### config.mk
export PLATFORM = sky130hd
export DESIGN_NAME = integer_to_radix_ascii
export DESIGN_NICKNAME = d
export VERILOG_FILES = /design/src/sv/ira_pkg.sv /design/src/sv/integer_to_radix_ascii.sv /design/src/sv/ira_dp.sv /design/src/sv/ira_ctrl.sv
export SDC_FILE = /design/constraint.sdc
export NUM_CORES = 1
export LEC_CHECK = 0
export BUFFER_PORTS_ARGS = -buffer_cell sky130_fd_sc_hd__buf_2
export CORE_UTILIZATION = 60
export CTS_BUF_LIST = sky130_fd_sc_hd__clkbuf_8 sky130_fd_sc_hd__clkbuf_16
export CTS_CLUSTER_DIAMETER = 80
export DETAILED_ROUTE_END_ITERATION = 8
export PLACE_DENSITY = 0.77
export SETUP_SLACK_MARGIN = 0.5
export SLEW_MARGIN = 20
export SYNTH_ARGS = -nofsm -noshare
export SYNTH_HDL_FRONTEND = slang
export SYNTH_SLANG_ARGS = --single-unit
### constraint.sdc
create_clock -name clk -period 3.9 [get_ports clk]
set_input_delay 0.78 -clock clk [delete_from_list [all_inputs] [get_ports clk]]
set_output_delay 0.78 -clock clk [all_outputs]
set_load 0.005 [all_outputs]
### src/sv/ira_pkg.sv
package ira_pkg;

  localparam int DEFAULT_VALUE_BITS = 31;

  localparam int RADIX_W = 5;
  localparam int REM_W   = 4;
  localparam int CHAR_W  = 7;
  localparam int OUT_TDATA_W = 8;

  localparam logic [RADIX_W-1:0] RADIX_RESET = 5'd10;
  localparam logic [RADIX_W-1:0] RADIX_MIN   = 5'd2;
  localparam logic [RADIX_W-1:0] RADIX_MAX   = 5'd16;

  localparam logic [CHAR_W-1:0] ASCII_ZERO    = 7'd48;  // '0'
  localparam logic [CHAR_W-1:0] ASCII_ALPHA_A = 7'd55;  // 'A' minus ten
  localparam logic [REM_W-1:0]  DEC_MAX       = 4'd9;

  // controller -> datapath
  typedef struct packed {
    logic start;  // load number, clear digit count
    logic step;   // one restoring-division bit
    logic push;   // store remainder as next digit
    logic rd;     // fetch top digit into the output register
    logic pop;    // digit taken downstream
  } cmd_t;

  // datapath -> controller
  typedef struct packed {
    logic bits_done;
    logic quo_zero;
    logic count_one;
  } status_t;

  function automatic logic [CHAR_W-1:0] digit_ascii(input logic [REM_W-1:0] r);
    logic [CHAR_W-1:0] r_ext;
    r_ext = {{(CHAR_W-REM_W){1'b0}}, r};
    if (r <= DEC_MAX) begin
      digit_ascii = r_ext + ASCII_ZERO;
    end else begin
      digit_ascii = r_ext + ASCII_ALPHA_A;
    end
  endfunction

endpackage

### src/sv/integer_to_radix_ascii.sv
// Radix converter: each number transferred in is written out as ASCII digits
// ('0'-'9', 'A'-'F') in the base held by the radix register, most significant
// digit first, one transfer per digit, with tlast on the final digit; zero
// gives a single '0'. The radix resets to 10, and a write of a value outside
// 2..16 is dropped. Write it only while the block is idle. One number is
// handled at a time: s_tready is high only between numbers. Each digit takes
// a full pass of the divider (one quotient bit per cycle) and is pushed onto
// the digit stack; the digits are then read from the stack into the output
// register one at a time, each held until it is taken downstream.
module integer_to_radix_ascii #(
  parameter int VALUE_BITS = ira_pkg::DEFAULT_VALUE_BITS
) (
  input  logic                               clk,
  input  logic                               rst,
  // number in
  input  logic                               s_tvalid,
  output logic                               s_tready,
  input  logic [((VALUE_BITS+7)/8)*8-1:0]    s_tdata,   // [VALUE_BITS-1:0] number
  // digits out
  output logic                               m_tvalid,
  input  logic                               m_tready,
  output logic [ira_pkg::OUT_TDATA_W-1:0]    m_tdata,   // [6:0] digit_char
  output logic                               m_tlast,   // last_digit
  // radix register
  input  logic                               cfg_wen,
  input  logic [ira_pkg::RADIX_W-1:0]        cfg_wdata
);
  import ira_pkg::*;

  cmd_t                cmd;
  status_t             status;
  logic [CHAR_W-1:0]   digit_char;

  // controller: handshakes and sequencing of divide / push / read
  ira_ctrl u_ctrl (
    .clk      (clk),
    .rst      (rst),
    .s_tvalid (s_tvalid),
    .s_tready (s_tready),
    .m_tvalid (m_tvalid),
    .m_tready (m_tready),
    .status   (status),
    .cmd      (cmd)
  );

  // datapath: radix register, serial divider, digit stack, output register
  ira_dp #(
    .VALUE_BITS (VALUE_BITS)
  ) u_dp (
    .clk        (clk),
    .rst        (rst),
    .cmd        (cmd),
    .status     (status),
    .number     (s_tdata[VALUE_BITS-1:0]),  // padding bits ignored
    .cfg_wen    (cfg_wen),
    .cfg_wdata  (cfg_wdata),
    .digit_char (digit_char),
    .last_digit (m_tlast)
  );

  assign m_tdata = {{(OUT_TDATA_W-CHAR_W){1'b0}}, digit_char};

endmodule

### src/sv/ira_dp.sv
module ira_dp #(
  parameter int VALUE_BITS = ira_pkg::DEFAULT_VALUE_BITS
) (
  input  logic                          clk,
  input  logic                          rst,
  input  ira_pkg::cmd_t                 cmd,
  output ira_pkg::status_t              status,
  input  logic [VALUE_BITS-1:0]         number,
  input  logic                          cfg_wen,
  input  logic [ira_pkg::RADIX_W-1:0]   cfg_wdata,
  output logic [ira_pkg::CHAR_W-1:0]    digit_char,
  output logic                          last_digit
);
  import ira_pkg::*;

  localparam int CW = $clog2(VALUE_BITS + 1);
  localparam int AW = $clog2(VALUE_BITS);
  localparam int BW = $clog2(VALUE_BITS);

  logic [RADIX_W-1:0]    radix;
  logic [VALUE_BITS-1:0] quo;
  logic [REM_W-1:0]      rem;
  logic [BW-1:0]         bitcnt;
  logic [CW-1:0]         count;
  logic [REM_W-1:0]      mem [VALUE_BITS];

  logic [RADIX_W-1:0]    trial;
  logic                  ge;
  logic [RADIX_W-1:0]    diff;
  logic [REM_W-1:0]      rem_next;
  logic [CW-1:0]         cnt_m1;
  logic [AW-1:0]         rd_addr;
  logic [AW-1:0]         wr_addr;

  // restoring division, one quotient bit per cycle; remainder stays below 16
  assign trial    = {rem, quo[VALUE_BITS-1]};
  assign ge       = (trial >= radix);
  assign diff     = trial - radix;
  assign rem_next = ge ? diff[REM_W-1:0] : trial[REM_W-1:0];

  assign cnt_m1  = count - CW'(1);
  assign rd_addr = cnt_m1[AW-1:0];
  assign wr_addr = count[AW-1:0];

  assign status.bits_done = (bitcnt == BW'(VALUE_BITS - 1));
  assign status.quo_zero  = (quo == '0);
  assign status.count_one = (count == CW'(1));

  always_ff @(posedge clk) begin
    if (rst) begin
      radix  <= RADIX_RESET;
      count  <= '0;
      bitcnt <= '0;
    end else begin
      if (cfg_wen && cfg_wdata >= RADIX_MIN && cfg_wdata <= RADIX_MAX) begin
        radix <= cfg_wdata;
      end
      if (cmd.start) begin
        count  <= '0;
        bitcnt <= '0;
      end else if (cmd.step) begin
        bitcnt <= bitcnt + BW'(1);
      end else if (cmd.push) begin
        count  <= count + CW'(1);
        bitcnt <= '0;
      end else if (cmd.pop) begin
        count <= cnt_m1;
      end
    end
  end

  always_ff @(posedge clk) begin
    if (cmd.start) begin
      quo <= number;
      rem <= '0;
    end else if (cmd.step) begin
      quo <= {quo[VALUE_BITS-2:0], ge};
      rem <= rem_next;
    end else if (cmd.push) begin
      rem <= '0;
    end
  end

  // digit stack
  always_ff @(posedge clk) begin
    if (cmd.push) begin
      mem[wr_addr] <= rem;
    end
  end

  always_ff @(posedge clk) begin
    if (cmd.rd) begin
      digit_char <= digit_ascii(mem[rd_addr]);
      last_digit <= status.count_one;
    end
  end

  a_radix_range: assert property (@(posedge clk) disable iff (rst)
    radix >= RADIX_MIN && radix <= RADIX_MAX)
    else $error("radix register out of range");

  a_push_room: assert property (@(posedge clk) disable iff (rst)
    cmd.push |-> count < CW'(VALUE_BITS))
    else $error("digit stack overflow");

  a_read_nonempty: assert property (@(posedge clk) disable iff (rst)
    (cmd.rd || cmd.pop) |-> count != '0)
    else $error("digit stack read while empty");

  a_step_after_wrap: assert property (@(posedge clk) disable iff (rst)
    (cmd.step && status.bits_done) |=> bitcnt == '0 || cmd.push)
    else $error("division ran past its last bit");

endmodule

### src/sv/ira_ctrl.sv
module ira_ctrl (
  input  logic              clk,
  input  logic              rst,
  input  logic              s_tvalid,
  output logic              s_tready,
  output logic              m_tvalid,
  input  logic              m_tready,
  input  ira_pkg::status_t  status,
  output ira_pkg::cmd_t     cmd
);
  import ira_pkg::*;

  typedef enum logic [2:0] {
    IDLE,
    DIV,
    PUSH,
    READ,
    SHOW
  } state_t;

  state_t state;
  state_t state_next;

  always_comb begin
    state_next = state;
    cmd        = '0;
    s_tready   = 1'b0;
    m_tvalid   = 1'b0;
    case (state)
      IDLE: begin
        s_tready = 1'b1;
        if (s_tvalid) begin
          cmd.start  = 1'b1;
          state_next = DIV;
        end
      end
      DIV: begin
        cmd.step = 1'b1;
        if (status.bits_done) begin
          state_next = PUSH;
        end
      end
      PUSH: begin
        cmd.push   = 1'b1;
        state_next = status.quo_zero ? READ : DIV;
      end
      READ: begin
        cmd.rd     = 1'b1;
        state_next = SHOW;
      end
      SHOW: begin
        m_tvalid = 1'b1;
        if (m_tready) begin
          cmd.pop    = 1'b1;
          state_next = status.count_one ? IDLE : READ;
        end
      end
      default: begin
        state_next = IDLE;
      end
    endcase
  end

  always_ff @(posedge clk) begin
    if (rst) begin
      state <= IDLE;
    end else begin
      state <= state_next;
    end
  end

endmodule

### After elaboration in Yosys (flattened, before gate mapping)

Memories as Yosys holds them, arrays and structs flattened.
Cells that the tools add are included.

| word-level totals | value |
|---|---|
| flip-flop bits (word level) | 61 |
| bits in latches | 0 |
| memory bits (writable) | 124 |
| ROM bits | 0 |
| input bits | 42 |
| output and inout bits | 11 |
| word-level logic and storage cells | 66 |
| memories | 1 |

| operators by class | value |
|---|---|
| add/sub/neg operators | 6 |
| multipliers | 0 |
| div/mod/pow operators | 0 |
| order comparisons | 4 |
| equality and inequality tests | 9 |
| shifts and indexed selects | 0 |
| muxes and demuxes | 27 |
| bitwise logic cells | 1 |
| reduce and logical (&&, ||, !) cells | 10 |

Memory list:

| name | depth | width | rd ports | clocked after Yosys merged registers in | wr ports | RTL line | source |
|---|---|---|---|---|---|---|---|
| u_dp.mem | 31 | 4 | 1 | 0 | 1 | ira_dp.sv:25 | `logic [REM_W-1:0] mem [VALUE_BITS];` |

Operators with widths:

| operator | count |
|---|---|
| $mux 31 | 2 |
| $logic_not 31->1 | 1 |
| $mux 5 | 4 |
| $pmux 3 s5 | 1 |
| $add 4x6->7 const B | 2 |
| $mux 4 | 3 |
| $mux 1 | 11 |
| $add 5x1->5 const B | 2 |
| $mux 3 | 3 |
| $mux 7 | 1 |
| $eq 3x2->1 const B | 2 |
| $ne 2x2->1 const B | 3 |
| $reduce_bool 2->1 | 3 |
| $eq 5x1->1 const B | 1 |
| $eq 5x5->1 const B | 1 |
| $ge 5x2->1 const B | 1 |
| $ge 5x5->1 | 1 |
| $le 5x5->1 const B | 1 |
| $sub 5x1->5 const B | 1 |
| $le 4x4->1 const B | 1 |
| $mux 2 | 2 |
| $sub 4x4->4 | 1 |
| $eq 3x1->1 const B | 1 |
| $eq 3x3->1 const B | 1 |
| 6 further kinds | 7 |

### Longest topological paths before layout

Gate-level depths: netlist of run 1.

| logic depth | value |
|---|---|
| word-level depth | 4 |
| gate-level depth with buffers | 17 |
| mapped depth without buffers | 12 |

### Modules after synthesis

A second synthesis of run 1 with hierarchy kept.

| second synthesis, totals | value |
|---|---|
| cell total of the unflattened synthesis | 550 |
| area total of the unflattened synthesis | 8306.7 um^2 |

Modules (own cells, without submodules):

| module | instances | cells each | area each (um^2) | seq. area each (um^2) |
|---|---|---|---|---|
| ira_dp | 1 | 519 | 8052.7 | 5275.1 |
| ira_ctrl | 1 | 29 | 242.7 | 60.1 |
| integer_to_radix_ascii | 1 | 2 | 11.3 | 0.0 |

### Least setup slack after synthesis of run 1

OpenSTA, ideal clock, no wires.

| timing | value |
|---|---|
| path type | reg-to-reg |
| start point | reg u_dp.count[0] |
| end point | reg u_dp.digit_char[0] (netlist bit), data pin |
| library setup time | 268 ps |
| arrival time | 3307 ps |
| required time | 3632 ps |
| setup slack | 325 ps |
| cell stages (with the launch flop) | 17 |
| path buffers | 5 |
| period minus slack after synthesis | 3575 ps |
| path through | dfxtp_1 > buf_6 > buf_6 > buf_4 > inv_1 > ha_1 > buf_2 > xor2_1 > buf_4 > mux2_2 > o21ai_0 > o221ai_1 > ha_1 > or2_2 > nand2_1 > nand2_2 > xnor2_1 |

| on the way | value |
|---|---|
| word-level cells in the longest chain between the ends | 4 |
| elaborated cells between the ends (all ways) | 6 |
| classes of those cells | add/sub: 3; order compare: 1; mux: 1; memory: 1 |

RTL lines:

| what | RTL line | source |
|---|---|---|
| from (decl) | ira_dp.sv:24 | `logic [CW-1:0] count;` |
| from (signal assigned) | ira_dp.sv:64 | `count <= count + CW'(1);` |
| from (signal assigned) | ira_dp.sv:67 | `count <= cnt_m1;` |
| $sub 5x1->5 * | ira_dp.sv:41 | `assign cnt_m1 = count - CW'(1);` |
| $mem_v2 31x4 * | -- |  |
| $add 4x6->7, or another cell as far along | ira_pkg.sv:40 | `digit_ascii = r_ext + ASCII_ALPHA_A;` |
| $mux 7 * | ira_pkg.sv:37 | `if (r <= DEC_MAX) begin` |
| to (signal assigned) | ira_dp.sv:93 | `digit_char <= digit_ascii(mem[rd_addr]);` |
| to (decl) | ira_dp.sv:11 | `output logic [ira_pkg::CHAR_W-1:0] digit_char,` |

Mark *: on every way between the ends. The rest lies on a longest branch, timed or not.
A chain may end at the register's enable or synchronous reset.

### Worst setup path in the final report of run 1

| timing | value |
|---|---|
| start point | reg u_dp.count[0] |
| end point | reg u_dp.digit_char[3] (netlist bit), data pin |

The elaborated chain is that of the path after synthesis.

==> results of run 1 <==
-- repair_timing --
item / CTS / global route
setup endpoints to repair: 0 / 6
setup buffers: 0 / 3
resized for setup: 0 / 8
-- layout make-up --
| cell class | count | share of cell area |
|---|---|---|
| Tap cell | 176 | 0.02373 |
| Inverter | 16 | 0.006877 |
| Clock buffer | 18 | 0.04733 |
| Clock inverter | 14 | 0.02117 |
| Multi-Input combinational cell | 304 | 0.2857 |
| Sequential cell | 185 | 0.5752 |
| Timing Repair Buffer | 65 | 0.03991 |
-- per-stage QoR --
step                  util  setup WS (ns)  total power, mW  hold slack (ns)
finish              0.7007         0.6653            5.370           0.4791
global route        0.7007         0.4846            5.588           0.5147
CTS                 0.6960         0.5184            5.380           0.4772
detailed placement  0.6480         0.5559            3.564           0.4671
global placement    0.6480         0.6201            3.511           0.4609
floorplan                -         0.5061            3.291           0.4403
-- per-layer routing --
metal / vias to the layer above / global-route usage
li1: 2163 / -
met1: 2237 / 0.2960
met2: 168 / 0.3896
met3: 26 / 0.05936
met4: 0 / 0.1021
met5: - / 0
-- power groups by stage --
stage / logic, mW / registers [mW] / clock network (mW)
3_3_place_gp: 0.964 / 2.55 / 0
5_1_grt: 1.14 / 2.53 / 1.92
6_report: 1.03 / 2.51 / 1.83
3_5_place_dp: 1.01 / 2.55 / 0
4_1_cts: 1.02 / 2.51 / 1.85
2_1_floorplan: 0.724 / 2.57 / 0
-- how the worst max path moves through the flow --
stage	startpoint	endpoint	slack [ns]	depth (start not counted)
floorplan	u_dp.count[0]	u_dp.digit_char[0]	0.51	16
global placement	u_dp.count[0]	u_dp.digit_char[0]	0.62	12
detailed placement	u_dp.count[0]	u_dp.digit_char[3]	0.56	11
CTS	u_dp.count[0]	u_dp.digit_char[3]	0.52	11
global route	u_dp.count[0]	u_dp.digit_char[3]	0.48	11
finish	u_dp.count[0]	u_dp.digit_char[3]	0.67	11
-- cell usage in the layout, fill, tap and decap left out, drive strengths merged, types with 4 or more instances in the layout --
| cell | Yosys | routed |
|---|---|---|
| dfxtp | 22 | 22 |
| nor2 | 64 | 64 |
| ha | 14 | 14 |
| nor2b | 4 | 4 |
| bufinv | 0 | 4 |
| xnor2 | 9 | 9 |
| buf | 10 | 65 |
| a211oi | 7 | 7 |
| nand2 | 24 | 24 |
| nand2b | 6 | 6 |
| mux2 | 33 | 33 |
| edfxtp | 163 | 163 |
| a21o | 5 | 5 |
| xor2 | 4 | 4 |
| clkinv | 0 | 4 |
| nor3 | 7 | 7 |
| and2 | 5 | 5 |
| inv | 16 | 19 |
| o21ai | 9 | 9 |
| clkbuf | 16 | 18 |
| nor4 | 7 | 7 |
| nand3 | 6 | 6 |
| mux2i | 16 | 16 |
| a21oi | 15 | 15 |
| mux4 | 30 | 30 |
-- state kept, by name (all words and copies together), names as in the netlist --
signal           count
u_dp.last_digit      1
u_dp.radix           5
u_dp.rem             4
u_dp.mem           124
u_ctrl.state         3
u_dp.quo            31
u_dp.count           5
u_dp.digit_char      7
u_dp.bitcnt          5
-- cell families (layout without fill, tap and decap cells) --
family | after synthesis | in the layout | synth area share
muxes | 79 | 79 | 0.1551
AOI/OAI and AO/OA | 54 | 54 | 0.04406
DFF | 185 | 185 | 0.6546
other | 1 | 1 | 0.0004601
xor gates and xnor gates | 13 | 13 | 0.01397
buffers and inverters | 42 | 113 | 0.02579
and+or+nand+nor | 142 | 142 | 0.08213
adders and majority gates | 15 | 15 | 0.02395
-- worst max-delay path: stages (launching register included) --
cell        delay (ns)
dfxtp_2           0.41
clkinvlp_4        0.14
ha_1              0.35
buf_6             0.23
mux4_1            0.32
and2_1            0.18
o31ai_1           0.23
o221ai_1          0.23
ha_1              0.24
or2_2             0.30
o21ai_0           0.26
nor2b_1           0.08
==> flow_summary.yaml, run 1 <==
timing:
  rsz0062_at_grt: "false"
  period_minus_slack_ns: 3.235
  setup-tns-final_ns: 0
  clock_skew_ns: 0.007493
  tightest_slew_ns: 0.9329
  relSlewSlack: 0.3758
  fin_crit_sh: 0.8294
  hold_viol: 0
  slew_violations: 0
  report.final.setup_viol: 0
  fmax_mhz: 309.1
route:
  vias: 4594
  met3WireLength_um: 969
  wl_met1_mm: 6.069
  postRouteWirelength_mm: 14.96
  wl_per_cell_um: 19.23
  top_layer: "met4"
  drtIter0Drc: 337
  remaining_drc_errors: 0
  wl_met2_mm: 7.620
  via_per_inst: 5.905
  ant_nets: 0
  firstDrtPassIters: 5
final_layout:
  multi_input_area_mm2: 0.002651
  n_fill_cell: 898
  drive_gt1_frac: 0.2608
  finalNonFillerCells: 778
  area_growth_pct: 13.85
  final_nets: 646
  seq_area_mm2: 0.005338
  antennaDiodeCount: 0
  final_area_mm2: 0.009279
synth:
  synth.cell_area_mm2: 0.008150
  yosysTopAreaCell: "edfxtp_1"
  netlist_top_cells_area: "edfxtp_1 60%, dfxtp_1 5.4%, mux4_1 4.8%"
  syn_inst: 531
  synth-edff-count: 163
  ys_ff_latch: 185
  synth_cell_types: 51
  synth_area_per_cell_um2: 15.35
  yosysTopAreaCellShare: 0.6006
  yosys-top-cells-count: "163 x edfxtp_1, 64 x nor2_1, 33 x mux2_2, 23 x nand2_1, 22 x dfxtp_1"
  synth_warnings: 0
  syn_nets: 588
  synthArstFlopShare: 0
  synth.most_common_cell: "edfxtp_1"
  seq_area_frac_synth: 0.6546
  synth_top_flop_cell: "edfxtp_1"
power_and_ir_drop:
  power_density_mw_per_mm2: 578.8
  internal_power_mw: 3.979
  pwr-share-clk: 0.340
  switchingPower_mw: 1.391
  pwr-share-comb: 0.192
  switching_share: 0.2590
  p_leak_nw: 3.322
  seqPwrFrac: 0.468
  peakVddDrop_mv: 0.3264
placed_design:
  gp_congestion: 0.8234
  dp.final_hpwl_mm: 10.14
  io_buffers: 50
  placed_cell_area_mm2: 0.008581
  dp_cells: 743
setup_path:
  r2r-start: "u_dp.count[0]"
  reg2reg_depth: 11
  r2r_setup_slack_ns: 0.67
  critPathKind: "reg -> reg"
  end_kind: "register"
  crit_fanout: 21
  reg2reg_to: "u_dp.digit_char[3]"
  cp.required_ns: 4.08
  crit_path_start_kind: "register"
  critical_path_arrival_ns: 3.41
die:
  fp.dieW_um: 118.6
  rows: 42
  die_y_um: 118.6
  start_util: 0.6155
  die_area_mm2: 0.01405
  io_pins: 53
  core-area_mm2: 0.01324
clocking:
  clock_path_buffers: 2
  cts.sinks: 185
  hold_buffers: 0
  insertion_delay_ns: 0.43
  clkTransAtPathRegs_ns: 0.07
  cts_htree_levels: 4
  clockRootBuffer: "clkbuf_16"
  cts_tree: "done"
  cts_buffers: 17
global_routing:
  grt_max_degree: 34
  grt_pass1_wl_mm: 24.38
  grt_overflow_total: 0
  antenna_found_initial: 0
  track_usage: 0.2356
  grt_pass1_vias: 4748
worst_hold_path:
  hp-start: "u_dp.radix[4]"
  hp-class: "reg -> reg"
  hold_depth: 2
  hold_path_end: "u_dp.radix[4]"
outcome:
  status: "finished clean"
run:
  maxCapViolCount: 0
Power figures use the tool's default switching activity.
==> run 2: changes to the inputs <==
--- a/config.mk
+++ b/config.mk
@@ -5,6 +5,7 @@
 export SDC_FILE = /design/constraint.sdc
 export NUM_CORES = 1
 export LEC_CHECK = 0
+export ABC_AREA = 1
 export BUFFER_PORTS_ARGS = -buffer_cell sky130_fd_sc_hd__buf_2
 export CORE_UTILIZATION = 60
 export CTS_BUF_LIST = sky130_fd_sc_hd__clkbuf_8 sky130_fd_sc_hd__clkbuf_16
==> constraint.sdc (replaced) <==
create_clock -name clk -period 3.08 [get_ports clk]
set_input_delay 0.616 -clock clk [delete_from_list [all_inputs] [get_ports clk]]
set_output_delay 0.616 -clock clk [all_outputs]
set_load 0.005 [all_outputs]
==> run 2 against run 1 <==
Effect of this change: clock skew hardly changed; die area increased by 4.3%; power up 43%; non-clock buffer count is 11 higher; clock-buffer cell count fell by 1; routed wire length rose by 29%; critical endpoint is now u_dp.digit_char[0].
==> flow_summary.yaml, run 2 <==
outcome:
  status: "finished clean"
die:
  rows: 43
  die_area_mm2: 0.01466
  fp.dieW_um: 121.1
  io_pins: 53
  start_util: 0.6129
  die_y_um: 121.1
  core-area_mm2: 0.01388
synth:
  synth.cell_area_mm2: 0.008507
  yosysTopAreaCellShare: 0.5754
  synthArstFlopShare: 0
  synth-edff-count: 163
  synth.most_common_cell: "nand2_1"
  synth_area_per_cell_um2: 9.869
  yosysTopAreaCell: "edfxtp_1"
  seq_area_frac_synth: 0.6272
  synth_top_flop_cell: "edfxtp_1"
  yosys-top-cells-count: "263 x nand2_1, 163 x edfxtp_1, 98 x nand3_1, 80 x inv_1, 72 x nor2_1"
  synth_warnings: 0
  synth_cell_types: 38
  netlist_top_cells_area: "edfxtp_1 58%, nand2_1 12%, nand3_1 5.8%"
  syn_nets: 919
  syn_inst: 862
  ys_ff_latch: 185
final_layout:
  largest_reg_flops: 124
  largest_register: "u_dp.mem"
  reg_top3: "u_dp.mem: 124 flops, u_dp.quo: 31 flops, u_dp.digit_char: 7 flops"
  final_cell_mix: "263 x nand2_1, 163 x edfxtp_1, 90 x nand3_1"
  final_common_cell: "nand2_1"
  n_fill_cell: 1009
  multi_input_area_mm2: 0.002724
  seq_area_mm2: 0.005341
  area_growth_pct: 14.90
  antennaDiodeCount: 0
  final_nets: 983
  drive_gt1_frac: 0.1578
timing:
  worst_slack_ns: 0.5296
  slew_violations: 0
  setup-tns-final_ns: 0
  relSlewSlack: 0.6282
  period_minus_slack_ns: 2.550
  hold_ws_ns: 0.4158
  tightest_slew_ns: 0.5551
  clock_skew_ns: 0.007914
  fin_crit_sh: 0.8280
  hold_viol: 0
  report.final.setup_viol: 0
  rsz0062_at_grt: "false"
  fmax_mhz: 392.1
route:
  via_per_inst: 5.623
  postRouteWirelength_mm: 19.25
  remaining_drc_errors: 0
  ant_nets: 0
  drtIter0Drc: 690
  firstDrtPassIters: 6
  wl_per_cell_um: 17.22
  vias: 6286
power_and_ir_drop:
  p_leak_nw: 3.975
  peakVddDrop_mv: 0.5832
  power_density_mw_per_mm2: 783.0
setup_path:
  cpMaxStageDelayCell: "dfxtp_4"
  critPathMaxStageDelay_ns: 0.36
  critPathKind: "reg -> reg"
  critical_path_arrival_ns: 2.73
  end_kind: "register"
  crit_path_start_kind: "register"
  cp.required_ns: 3.26
  crit_fanout: 7
  path_cells: "inv_4 -> ha_4 -> clkinv_8 -> buf_6 -> nand3_1 -> nand3_1 -> nand3_1 -> nand2_1 -> nand2_1 -> nand2_4 -> ha_2 -> or2_4 -> nand2_4 -> nand2_4 -> nand2_1 -> nand2_1"
  cpMostUsedCell: "nand2_1"
global_routing:
  grt_busiest_layer: "met2"
  grt_pass1_vias: 5859
  antenna_found_initial: 0
  met1_usage: 0.3255
  grt_overflow_total: 0
  met3_usage: 0.05404
  use_met2: 0.4464
  track_usage: 0.2617
  grt_pass1_wl_mm: 28.65
  grt_max_degree: 65
clocking:
  clkTransAtPathRegs_ns: 0.06
  cts_htree_levels: 4
  clock_path_buffers: 2
  cts_buffers: 17
  clockRootBuffer: "clkbuf_16"
  insertion_delay_ns: 0.43
  cts_tree: "done"
  hold_buffers: 0
  cts.sinks: 185
placed_design:
  dp.final_hpwl_mm: 11.42
  io_buffers: 50
  gp_congestion: 0.8038
  pre_cts_slack_ns: 0.3488
worst_hold_path:
  hp-class: "in -> reg"
run:
  maxCapViolCount: 0
-- run 2: cell types whose count changed after synthesis, moves of 15 or more --
cell,before,now
mux4_2,15,0
nand2_1,23,263
o21ai_0,9,29
mux2i_1,16,0
inv_1,16,80
mux4_1,15,0
mux2_2,33,0
nand3_1,6,98
-- run 2: layout make-up --
type / instances / share of cell area
well taps: 180 / 0.02304
repair buffers: 76 / 0.05492
inverters: 85 / 0.03648
multi-input cells: 560 / 0.2787
clock inverters: 14 / 0.01600
repair inverters: 1 / 0.0008961
flip-flops and latches: 185 / 0.5465
clock buffers: 17 / 0.04352
-- run 2: where the power goes --
part           switching (mW)  internal, mW  leakage [nW]
Sequential              0.123          3.29          1.71
Clock                   0.914          1.26         0.287
Combinational            1.41         0.658          1.98
Total                    2.44          5.21          3.97
-- run 2: logic make-up after synthesis --
logic type               after synthesis  share of synthesized area
XOR/XNOR                               5                   0.005148
other                                  1                  0.0004408
adder cells (fa/ha/maj)               15                    0.02294
AND/OR/NAND/NOR                      463                     0.2311
flip-flops                           185                     0.6272
AO/OA/AOI/OAI                         76                    0.05016
buffers and inverters                117                    0.06310
-- run 2: metal layers --
| layer | wire, um | up-vias |
|---|---|---|
| met2 | 9640 | 284 |
| met5 | 0 | - |
| met3 | 1367 | 41 |
| met1 | 7819 | 2949 |
| li1 | - | 3012 |
| met4 | 422 | 0 |
-- run 2: worst paths after layout --
path              cells past startpoint          start  slack [ns]                 end
setup reg to reg                     16  u_dp.count[1]        0.53  u_dp.digit_char[0]
setup / recovery                     16  u_dp.count[1]        0.53  u_dp.digit_char[0]
hold / removal                        3   cfg_wdata[3]        0.42       u_dp.radix[3]
hold reg to reg                       2  u_dp.radix[2]        0.46       u_dp.radix[2]
-- run 2: critical path, delay by kind of cell (launching register included) --
| family | cells | cell delay (ns) |
|---|---|---|
| fa+ha+maj | 2 | 0.55 |
| buf+inv | 3 | 0.31 |
| simple gates | 11 | 1.06 |
| flops | 1 | 0.36 |
-- run 2: stage by stage --
| stage | cell area [um^2] | util | power [mW] | instances |
|---|---|---|---|---|
| 6_report | 9774 | 0.7042 | 7.654 | 1118 |
| 5_1_grt | 9774 | 0.7042 | 7.982 | 1118 |
| 4_1_cts | 9514 | 0.6854 | 7.478 | 1104 |
| 3_5_place_dp | 8906 | 0.6416 | 5.314 | 1073 |
| 3_3_place_gp | 8906 | 0.6416 | 5.236 | 1073 |
| 2_1_floorplan | 8582 | - | 4.757 | 862 |
-- run 2: repair_timing --
item                                    CTS  global route
cloned                                    0             2
endpoints found under the setup margin    5             3
setup buffers                             0            12
gates resized for setup                   8            31
pin swaps                                 0             6
